## config.mk

```make
export PLATFORM = sky130hd
export DESIGN_NAME = hsv_to_rgb_convert
export DESIGN_NICKNAME = d
export VERILOG_FILES = /design/src/sv/hsv_pkg.sv /design/src/sv/hsv_front.sv /design/src/sv/hsv_queue.sv /design/src/sv/hsv_back.sv /design/src/sv/hsv_to_rgb_convert.sv
export SDC_FILE = /design/constraint.sdc
export NUM_CORES = 1
export LEC_CHECK = 0
export BUFFER_PORTS_ARGS = -buffer_cell sky130_fd_sc_hd__buf_2
export CAP_MARGIN = 10
export CORE_MARGIN = 10
export CORE_UTILIZATION = 37
export CTS_CLUSTER_DIAMETER = 60
export CTS_CLUSTER_SIZE = 24
export DETAILED_ROUTE_END_ITERATION = 8
export PLACE_DENSITY = 0.6
export SYNTH_ARGS = -nofsm -noshare
export SYNTH_HDL_FRONTEND = slang
export SYNTH_SLANG_ARGS = --single-unit
export TNS_END_PERCENT = 1
```

## constraint.sdc

```tcl
create_clock -name clock -period 7.4 [get_ports clock]
set_clock_uncertainty 0.05 [all_clocks]
set_input_delay 1.48 -clock clock [delete_from_list [all_inputs] [get_ports clock]]
set_output_delay 1.48 -clock clock [all_outputs]
set_load 0.005 [all_outputs]
```

## src/sv/hsv_pkg.sv

```systemverilog
// ----------------------------------------------------------------------------
// hsv_pkg: shared types and helpers for the HSV to RGB converter
// Beat payloads, the sector code and the front-end classification function.
// ----------------------------------------------------------------------------
package hsv_pkg;

   localparam int unsigned QUEUE_DEPTH_DEF = 4;

   localparam logic [7:0] SECTOR_WIDTH  = 8'd43;
   localparam logic [7:0] FULL_SCALE    = 8'd254;
   // ceil(2^24 / 254); exact floor division for every product below 255 * 255
   localparam logic [16:0] RECIP_254    = 17'd66053;
   localparam int unsigned RECIP_SHIFT  = 24;

   typedef struct packed {
      logic [7:0] hue;
      logic [7:0] saturation;
      logic [7:0] brightness;
   } req_type;

   typedef struct packed {
      logic [7:0] red;
      logic [7:0] green;
      logic [7:0] blue;
   } rsp_type;

   typedef enum logic [2:0] {
      SECT_RED_YELLOW   = 3'd0,
      SECT_YELLOW_GREEN = 3'd1,
      SECT_GREEN_CYAN   = 3'd2,
      SECT_CYAN_BLUE    = 3'd3,
      SECT_BLUE_MAGENTA = 3'd4,
      SECT_MAGENTA_RED  = 3'd5
   } sector_type;

   // work item handed from the front end to the back end
   typedef struct packed {
      logic       grey;
      sector_type sector;
      logic [7:0] frac;
      logic [7:0] sat;
      logic [7:0] val;
   } task_type;

   function automatic task_type classify(req_type req);
      task_type   tsk;
      logic [7:0] base;
      logic [7:0] offset;
      begin
         tsk.grey = (req.saturation == 8'd0);
         tsk.sat  = (req.saturation > FULL_SCALE) ? FULL_SCALE : req.saturation;
         tsk.val  = req.brightness;
         // compares against sector bounds; the top sector absorbs the tail
         if (req.hue >= 8'(SECTOR_WIDTH * 5)) begin
            tsk.sector = SECT_MAGENTA_RED;
            base       = 8'(SECTOR_WIDTH * 5);
         end else if (req.hue >= 8'(SECTOR_WIDTH * 4)) begin
            tsk.sector = SECT_BLUE_MAGENTA;
            base       = 8'(SECTOR_WIDTH * 4);
         end else if (req.hue >= 8'(SECTOR_WIDTH * 3)) begin
            tsk.sector = SECT_CYAN_BLUE;
            base       = 8'(SECTOR_WIDTH * 3);
         end else if (req.hue >= 8'(SECTOR_WIDTH * 2)) begin
            tsk.sector = SECT_GREEN_CYAN;
            base       = 8'(SECTOR_WIDTH * 2);
         end else if (req.hue >= SECTOR_WIDTH) begin
            tsk.sector = SECT_YELLOW_GREEN;
            base       = SECTOR_WIDTH;
         end else begin
            tsk.sector = SECT_RED_YELLOW;
            base       = 8'd0;
         end
         offset   = req.hue - base;
         // offset is at most 42, so times 6 fits in 8 bits
         tsk.frac = {offset[5:0], 2'b00} + {offset[6:0], 1'b0};
         return tsk;
      end
   endfunction

endpackage

```

## src/sv/hsv_front.sv

```systemverilog
// ----------------------------------------------------------------------------
// hsv_front: input classification
// Takes request beats, finds sector, fraction and clamped saturation, and
// pushes the resulting work item into the queue.
// ----------------------------------------------------------------------------
module hsv_front
   import hsv_pkg::*;
(
   input  logic     req_push,
   input  req_type  req_data,
   input  logic     queue_full,
   output logic     queue_push,
   output task_type queue_data
);

   assign queue_push = req_push & ~queue_full;
   assign queue_data = classify(req_data);

endmodule

```

## src/sv/hsv_queue.sv

```systemverilog
// ----------------------------------------------------------------------------
// hsv_queue: work item queue
// Small circular buffer between the front end and the back end.
// ----------------------------------------------------------------------------
module hsv_queue
   import hsv_pkg::*;
#(
   parameter int unsigned DEPTH = QUEUE_DEPTH_DEF
)
(
   input  logic     clock,
   input  logic     reset,
   input  logic     push,
   input  task_type push_data,
   output logic     full,
   input  logic     pop,
   output task_type pop_data,
   output logic     empty
);

   localparam int unsigned PTR_W = (DEPTH > 1) ? $clog2(DEPTH) : 1;
   localparam int unsigned CNT_W = $clog2(DEPTH + 1);
   localparam logic [PTR_W-1:0] LAST_PTR = PTR_W'(DEPTH - 1);
   localparam logic [CNT_W-1:0] FULL_CNT = CNT_W'(DEPTH);

   task_type             entry_ff [DEPTH];
   logic [PTR_W-1:0]     wr_ptr_ff, wr_ptr_in;
   logic [PTR_W-1:0]     rd_ptr_ff, rd_ptr_in;
   logic [CNT_W-1:0]     count_ff, count_in;
   logic                 do_push, do_pop;

   assign full     = (count_ff == FULL_CNT);
   assign empty    = (count_ff == '0);
   assign do_push  = push & ~full;
   assign do_pop   = pop & ~empty;
   assign pop_data = entry_ff[rd_ptr_ff];

   always_comb begin
      wr_ptr_in = wr_ptr_ff;
      rd_ptr_in = rd_ptr_ff;
      count_in  = count_ff;
      if (do_push) begin
         wr_ptr_in = (wr_ptr_ff == LAST_PTR) ? '0 : wr_ptr_ff + 1'b1;
      end
      if (do_pop) begin
         rd_ptr_in = (rd_ptr_ff == LAST_PTR) ? '0 : rd_ptr_ff + 1'b1;
      end
      if (do_push && !do_pop) begin
         count_in = count_ff + 1'b1;
      end else if (do_pop && !do_push) begin
         count_in = count_ff - 1'b1;
      end
   end

   always_ff @(posedge clock) begin
      if (reset) begin
         wr_ptr_ff <= '0;
         rd_ptr_ff <= '0;
         count_ff  <= '0;
      end else begin
         wr_ptr_ff <= wr_ptr_in;
         rd_ptr_ff <= rd_ptr_in;
         count_ff  <= count_in;
      end
   end

   always_ff @(posedge clock) begin
      if (do_push) begin
         entry_ff[wr_ptr_ff] <= push_data;
      end
   end

endmodule

```

## src/sv/hsv_back.sv

```systemverilog
// ----------------------------------------------------------------------------
// hsv_back: color arithmetic pipeline
// Three stages: saturation scaling, brightness products, division by 254
// with channel placement into the result register.
// ----------------------------------------------------------------------------
module hsv_back
   import hsv_pkg::*;
(
   input  logic     clock,
   input  logic     reset,
   input  logic     queue_empty,
   input  task_type queue_data,
   output logic     queue_pop,
   output logic     rsp_empty,
   input  logic     rsp_pop,
   output rsp_type  rsp_data
);

   typedef struct packed {
      logic       grey;
      sector_type sector;
      logic [7:0] p_term;
      logic [15:0] sat_frac;
      logic [15:0] sat_rest;
      logic [7:0] val;
   } stage1_type;

   typedef struct packed {
      logic        grey;
      sector_type  sector;
      logic [15:0] p_prod;
      logic [15:0] q_prod;
      logic [15:0] t_prod;
      logic [7:0]  val;
   } stage2_type;

   logic       advance;
   logic       s1_valid_ff, s1_valid_in;
   logic       s2_valid_ff, s2_valid_in;
   logic       out_valid_ff, out_valid_in;
   stage1_type s1_ff, s1_in;
   stage2_type s2_ff, s2_in;
   rsp_type    out_ff, out_in;

   logic [8:0]  q_fac, t_fac;
   logic [32:0] p_div, q_div, t_div;
   logic [7:0]  p_val, q_val, t_val;

   // whole pipeline moves together; it holds only while the result waits
   assign advance      = ~out_valid_ff | rsp_pop;
   assign queue_pop    = advance & ~queue_empty;
   assign s1_valid_in  = ~queue_empty;
   assign s2_valid_in  = s1_valid_ff;
   assign out_valid_in = s2_valid_ff;
   assign rsp_empty    = ~out_valid_ff;
   assign rsp_data     = out_ff;

   always_comb begin
      s1_in.grey     = queue_data.grey;
      s1_in.sector   = queue_data.sector;
      s1_in.p_term   = FULL_SCALE - queue_data.sat;
      s1_in.sat_frac = queue_data.sat * queue_data.frac;
      s1_in.sat_rest = queue_data.sat * (FULL_SCALE - queue_data.frac);
      s1_in.val      = queue_data.val;
   end

   always_comb begin
      q_fac         = {1'b0, FULL_SCALE} - {1'b0, s1_ff.sat_frac[15:8]};
      t_fac         = {1'b0, FULL_SCALE} - {1'b0, s1_ff.sat_rest[15:8]};
      s2_in.grey    = s1_ff.grey;
      s2_in.sector  = s1_ff.sector;
      s2_in.p_prod  = s1_ff.val * s1_ff.p_term;
      s2_in.q_prod  = s1_ff.val * q_fac[7:0];
      s2_in.t_prod  = s1_ff.val * t_fac[7:0];
      s2_in.val     = s1_ff.val;
   end

   always_comb begin
      p_div = s2_ff.p_prod * RECIP_254;
      q_div = s2_ff.q_prod * RECIP_254;
      t_div = s2_ff.t_prod * RECIP_254;
      p_val = p_div[RECIP_SHIFT +: 8];
      q_val = q_div[RECIP_SHIFT +: 8];
      t_val = t_div[RECIP_SHIFT +: 8];
      case (s2_ff.sector)
         SECT_RED_YELLOW: begin
            out_in = '{red: s2_ff.val, green: t_val, blue: p_val};
         end
         SECT_YELLOW_GREEN: begin
            out_in = '{red: q_val, green: s2_ff.val, blue: p_val};
         end
         SECT_GREEN_CYAN: begin
            out_in = '{red: p_val, green: s2_ff.val, blue: t_val};
         end
         SECT_CYAN_BLUE: begin
            out_in = '{red: p_val, green: q_val, blue: s2_ff.val};
         end
         SECT_BLUE_MAGENTA: begin
            out_in = '{red: t_val, green: p_val, blue: s2_ff.val};
         end
         default: begin
            out_in = '{red: s2_ff.val, green: p_val, blue: q_val};
         end
      endcase
      if (s2_ff.grey) begin
         out_in = '{red: s2_ff.val, green: s2_ff.val, blue: s2_ff.val};
      end
   end

   always_ff @(posedge clock) begin
      if (reset) begin
         s1_valid_ff  <= 1'b0;
         s2_valid_ff  <= 1'b0;
         out_valid_ff <= 1'b0;
      end else if (advance) begin
         s1_valid_ff  <= s1_valid_in;
         s2_valid_ff  <= s2_valid_in;
         out_valid_ff <= out_valid_in;
      end
   end

   always_ff @(posedge clock) begin
      if (advance) begin
         s1_ff  <= s1_in;
         s2_ff  <= s2_in;
         out_ff <= out_in;
      end
   end

endmodule

```

## src/sv/hsv_to_rgb_convert.sv

```systemverilog
// An accepted beat passes through the queue entry, s1, s2 and the result register before it shows on the result ports.
// Throughput: one beat per cycle while the result side does not stall, set by the three-stage multiply pipeline.
// The work queue absorbs QUEUE_DEPTH beats while the result side stalls.
// Reset clears the queue pointers and the pipeline valid bits; payload is not reset.
// ----------------------------------------------------------------------------
// hsv_to_rgb_convert: integer HSV to RGB converter
// Front end classifies each beat, a queue decouples it from the arithmetic
// back end, which places v, p, q and t terms on the red, green and blue channels.
// ----------------------------------------------------------------------------
module hsv_to_rgb_convert
   import hsv_pkg::*;
#(
   parameter int unsigned QUEUE_DEPTH = QUEUE_DEPTH_DEF
)
(
   input  logic    clock,
   input  logic    reset,
   input  logic    req_push,
   input  req_type req_data,
   output logic    req_full,
   output logic    rsp_empty,
   input  logic    rsp_pop,
   output rsp_type rsp_data
);

   logic     queue_push, queue_pop, queue_empty;
   task_type queue_in, queue_out;

   hsv_front u_front (
      .req_push   (req_push),
      .req_data   (req_data),
      .queue_full (req_full),
      .queue_push (queue_push),
      .queue_data (queue_in)
   );

   hsv_queue #(
      .DEPTH (QUEUE_DEPTH)
   ) u_queue (
      .clock     (clock),
      .reset     (reset),
      .push      (queue_push),
      .push_data (queue_in),
      .full      (req_full),
      .pop       (queue_pop),
      .pop_data  (queue_out),
      .empty     (queue_empty)
   );

   hsv_back u_back (
      .clock       (clock),
      .reset       (reset),
      .queue_empty (queue_empty),
      .queue_data  (queue_out),
      .queue_pop   (queue_pop),
      .rsp_empty   (rsp_empty),
      .rsp_pop     (rsp_pop),
      .rsp_data    (rsp_data)
   );

endmodule
```

==> impl_metrics.tcl, run 1 <==
set metrics [dict create \
    slew_viol_final 0 \
    finalNonFillerCells 3366 \
    ys_seq_elements 240 \
    cts_tree "yes" \
    die_h_um 283 \
    final_util_pct 40.3 \
    mostFrequentLayoutCells "ha_1, inv_1, edfxtp_1" \
    dieArea_um2 79800 \
    ios 54 \
    clockBufferDepth 3 \
    syn_nets 3127 \
    cts.clk_slew.worst_paths_ns 0.09 \
    finalCritPeriodShare_pct 81.6 \
    fin_setup_tns_ns 0 \
    status "completed" \
    finalSetupViolCount 0 \
    clkLatencyLatePin_ns 0.56 \
    cp.required_ns 7.66 \
    synth_flop_cell "edfxtp_1" \
    max_freq_mhz 166 \
    wire_per_inst_um 16.5 \
    dp_cells 3325 \
    wirelength_um 55600 \
    port_buffers 53 \
    end_kind "flip-flop" \
    antenna_found_initial 1 \
    grt_pass1_wl_um 93600 \
    min_period_ns 6.04 \
    worstPathArrival_ns 6.30 \
    htreeDepth 1 \
    critPathLaunchType "flip-flop" \
    rows 96 \
    layout_commonest_cell "ha_1" \
    cts_resized 0 \
    cts_made_buffers 22 \
    clkSinkCount 240 \
    post_cts_buffers 0 \
    place_area_um2 26800 \
    n_fill_cell 6592 \
    syn_to_final_growth_pct 8.29 \
    coreArea_um2 68500 \
    root_buffer "clkbuf_16" \
    slew_headroom_pct 29.0 \
    synth_cell_types 84 \
    drtIter0Drc 985 \
    syn_area_um2 25500 \
    hold_viol 0 \
    drtAntennaViolNets 0 \
    vias_per_cell 5.13 \
    critPathKind "reg -> reg" \
    overflow 0 \
    drive_gt1_share_pct 6.36 \
    dp_hpwl_um 44800 \
    dieWidth_um 283 \
    stdcell_area_um2 27600 \
    dr.pass1.iters 6 \
    grtUsageTotal_pct 14.3 \
    drv_cap 0 \
    hp-class "reg -> reg" \
    synth_edf_count 228 \
    avgSynthCellArea_um2 10.5 \
    worst-path-max-fanout 21 \
    holdBufCountCts 0 \
    drc 0 \
    dr_total_vias 17300 \
    ys.warnings.count 0 \
    worst_pin_slew_ns 1.06 \
    finalNetCount 3167 \
    grt_max_degree 86 \
    synthArstFlopShare_pct 0 \
    globalplace.congestion 0.871 \
    grt_pass1_vias 18500 \
    synth-seq-area-share_pct 27.8 \
    floorplan.initialDensity_pct 37.2 \
    rsz0062_at_grt "no" \
    synth_cells 2427 \
]
[synthesized netlist by cell type, types with 17 or more instances]
library cell	number	share of area, %
a21o_1	19	0.56
a21oi_1	68	1.3
and2_1	120	2.9
clkbuf_1	53	0.78
edfxtp_1	228	27
fa_1	202	16
ha_1	470	23
inv_1	348	5.1
mux4_2	20	1.8
nand2_1	182	2.7
nand2b_1	32	0.79
nand3_1	31	0.61
nor2_1	153	2.3
nor2b_1	39	0.96
nor3_1	27	0.53
o211ai_1	21	0.62
o21a_1	17	0.50
o21ai_0	50	0.98
xnor2_1	66	2.3
xor2_1	28	0.96
[worst paths after layout]
check	startpoint	endpoint	slack (ns)	cells past startpoint
worst max-delay path	flip-flop	u_back.s1_ff[23]	1.36	20
worst min-delay path	u_back.out_valid_in	u_back.out_valid_in	0.42	2
worst max register to register	flip-flop	u_back.s1_ff[23]	1.36	20
worst min register to register	u_back.out_valid_in	u_back.out_valid_in	0.42	2
[sequential cells by signal (all words and copies together) (netlist names), named ones only]
| name | flops |
|---|---|
| u_queue.entry_ff | 108 |
| u_back.s2_ff | 60 |
| u_back.s1_ff | 36 |
| u_back.rsp_data | 24 |
| u_queue.count_ff | 3 |
| u_queue.rd_ptr_ff | 2 |
| u_queue.wr_ptr_ff | 2 |
| u_back.out_valid_ff | 1 |
| u_back.out_valid_in | 1 |
| u_back.s1_valid_ff | 1 |
[worst max-delay path: stages (launching register included)]
cell	delay, ns
dfxtp_2	0.68
buf_4	0.32
mux2i_1	0.21
nand2_1	0.07
o21ai_1	0.31
nand2_1	0.16
fa_1	0.51
fa_1	0.50
inv_1	0.06
fa_1	0.48
inv_1	0.05
fa_1	0.48
inv_1	0.04
ha_1	0.19
or4_1	0.47
a311o_1	0.34
o211a_1	0.14
o21a_1	0.19
o21a_4	0.22
o41ai_4	0.22
xnor2_1	0.10
[stage by stage]
step | setup slack (ns) | hold slack (ns)
detailed placement | 1.34 | 0.406
global placement | 1.44 | 0.389
floorplan | 1.39 | 0.350
global route | 1.02 | 0.449
CTS | 1.33 | 0.420
finish | 1.36 | 0.415
[logic make-up (layout without fill, tap and decap cells)]
group | count (synthesis) | count (layout) | share of synthesized area [%]
other cells | 0 | 1 | 0
simple gates | 646 | 646 | 12.4
mux | 45 | 45 | 2.81
buf+inv | 410 | 466 | 6.11
fa+ha+maj | 672 | 672 | 38.9
compound gates | 320 | 320 | 8.71
flops | 240 | 240 | 27.8
xor+xnor | 94 | 94 | 3.23
[area by class of cell]
class,count,area (µm²),share of cell area (%)
inverter,350,1320,4.78
timing repair buffer,76,438,1.59
antenna,1,2.50,0.00906
multi-input combinational,1777,16900,61.0
clock buffer,25,562,2.03
clock inverter,15,245,0.888
tap,882,1100,4.00
sequential,240,7090,25.7
[layer usage]
layer | track usage (%) | routed length, µm | vias to the layer above
li1 | - | - | 8460
met1 | 17.8 | 25000 | 8433
met2 | 25.5 | 27400 | 296
met3 | 1.82 | 1880 | 77
met4 | 3.74 | 1280 | 0
met5 | 0 | 0 | -
Power of run 1 is not shown: default switching activity piles up to over one toggle a cycle in this logic, so the estimate is an artifact.
==> inputs of run 2 (changes only) <==
--- a/config.mk
+++ b/config.mk
@@ -12,7 +12,7 @@
 export CTS_CLUSTER_DIAMETER = 60
 export CTS_CLUSTER_SIZE = 24
 export DETAILED_ROUTE_END_ITERATION = 8
-export PLACE_DENSITY = 0.6
+export PLACE_DENSITY = 0.62
 export SYNTH_ARGS = -nofsm -noshare
 export SYNTH_HDL_FRONTEND = slang
 export SYNTH_SLANG_ARGS = --single-unit
==> constraint.sdc (replaced) <==
create_clock -name clock -period 5.53 [get_ports clock]
set_clock_uncertainty 0.05 [all_clocks]
set_input_delay 1.106 -clock clock [delete_from_list [all_inputs] [get_ports clock]]
set_output_delay 1.106 -clock clock [all_outputs]
set_load 0.005 [all_outputs]
==> impl_metrics.tcl, run 2 (synthesis results as in run 1) <==
set metrics [dict create \
    antenna_cells 0 \
    drive_gt1_share_pct 8.77 \
    clockBufferDepth 3 \
    die_h_um 283 \
    vias_per_cell 5.11 \
    cts_made_buffers 22 \
    n_fill_cell 6567 \
    hold_viol 0 \
    cts_tree "yes" \
    biggestRegsByFlops "u_queue.entry_ff (108), u_back.s2_ff (60), u_back.s1_ff (36)" \
    path_cells "buf_12 -> mux4_2 -> nand2b_1 -> fa_1 -> fa_1 -> inv_1 -> fa_1 -> inv_1 -> fa_1 -> inv_1 -> ha_1 -> or4_1 -> a311o_1 -> o211a_1 -> o21a_1 -> o21a_4 -> o22a_1 -> xor2_1" \
    holdWs_ns 0.414 \
    finalSetupViolCount 0 \
    dieWidth_um 283 \
    final_util_pct 41.0 \
    floorplan.initialDensity_pct 37.2 \
    slew_headroom_pct 43.9 \
    cts.clk_slew.worst_paths_ns 0.09 \
    dieArea_um2 79800 \
    overflow 0 \
    slowest_stage "fa_1" \
    clkLatencyLatePin_ns 0.54 \
    grt_max_degree 63 \
    min_period_ns 5.46 \
    worst-path-max-fanout 9 \
    dp_cells 3371 \
    mostFrequentLayoutCells "ha_1, inv_1, edfxtp_1" \
    layout_commonest_cell "ha_1" \
    critPathKind "reg -> reg" \
    root_buffer "clkbuf_16" \
    path_common_cell "fa_1" \
    dp_hpwl_um 45500 \
    grt_pass1_vias 18700 \
    rows 96 \
    finalCritPeriodShare_pct 98.7 \
    wirelength_um 55500 \
    max_stage_delay_ns 0.52 \
    antenna_found_initial 2 \
    holdBufCountCts 0 \
    port_buffers 53 \
    largest-register "u_queue.entry_ff" \
    worstPathArrival_ns 5.71 \
    grt_pass1_wl_um 93800 \
    largest_reg_flops 108 \
    coreArea_um2 68500 \
    dr.pass1.iters 5 \
    htreeDepth 1 \
    finalNetCount 3215 \
    drtAntennaViolNets 0 \
    drtIter0Drc 720 \
    dr_total_vias 17400 \
    critPathLaunchType "flip-flop" \
    cp.required_ns 5.78 \
    clkSinkCount 240 \
    wire_per_inst_um 16.3 \
    finalNonFillerCells 3413 \
    syn_to_final_growth_pct 10.2 \
    end_kind "flip-flop" \
    worst_pin_slew_ns 0.841 \
    globalplace.congestion 0.896 \
    drc 0 \
    rsz0062_at_grt "yes" \
    hp-class "reg -> reg" \
    max_freq_mhz 183 \
    drv_cap 0 \
    grtUsageTotal_pct 14.2 \
    slew_viol_final 0 \
    status "completed" \
    ios 54 \
]
==> run 2: changes by cell type in the layout (fill, tap and decap cells not counted), sizes merged <==
cell / before / now
clkinvlp: 0 / 4
diode: 1 / 0
inv: 357 / 354
buf: 76 / 124
bufinv: 2 / 1
==> run 2: layout make-up <==
| type | count | area [µm²] | share of cell area [%] |
|---|---|---|---|
| clock buffers | 25 | 593 | 2.11 |
| inverters | 350 | 1320 | 4.69 |
| clock inverters | 15 | 211 | 0.753 |
| flip-flops and latches | 240 | 7090 | 25.2 |
| well taps | 882 | 1100 | 3.93 |
| repair buffers | 124 | 840 | 2.99 |
| multi-input cells | 1777 | 16900 | 60.3 |
==> run 2: final timing paths <==
kind,startpoint,endpoint,slack (ns),cells after the start
setup / recovery,flip-flop,u_back.s1_ff[22],0.07,18
hold / removal,u_back.s1_valid_ff,u_back.s1_valid_ff,0.41,2
setup reg to reg,flip-flop,u_back.s1_ff[22],0.07,18
hold reg to reg,u_back.s1_valid_ff,u_back.s1_valid_ff,0.41,2
==> run 2: worst max-delay path: cells and delay by family (launching register included) <==
kind | cells | cell delay [ns]
muxes | 1 | 0.50
adders and majority gates | 5 | 2.16
buffers and inverters | 4 | 0.28
DFF | 1 | 0.38
AOI/OAI and AO/OA | 5 | 1.03
and+or+nand+nor | 2 | 0.65
xor gates and xnor gates | 1 | 0.15
==> run 2: what timing repair did <==
| item | 4_1_cts | 5_1_grt |
|---|---|---|
| setup buffers | 0 | 2 |
| setup endpoints to repair | 0 | 12 |
| gates resized for setup | 0 | 12 |
==> run 2: metal layers <==
layer | vias up | wire (µm) | track usage [%]
li1 | 8537 | - | -
met1 | 8546 | 24900 | 18.0
met2 | 285 | 27500 | 25.5
met3 | 76 | 1770 | 1.55
met4 | 2 | 1330 | 3.46
met5 | - | 13 | 0
==> run 2: stage by stage <==
stage	instance area, µm²	TNS (ns)	worst slack, ns
after floorplan	25600	0	0.00236
after global placement	27200	0	0.118
after detailed placement	27200	0	0.0388
after CTS	28000	0	0.0385
after global routing	28100	-0.197	-0.0987
final	28100	0	0.0709
Power of run 2 is left out for the same reason.
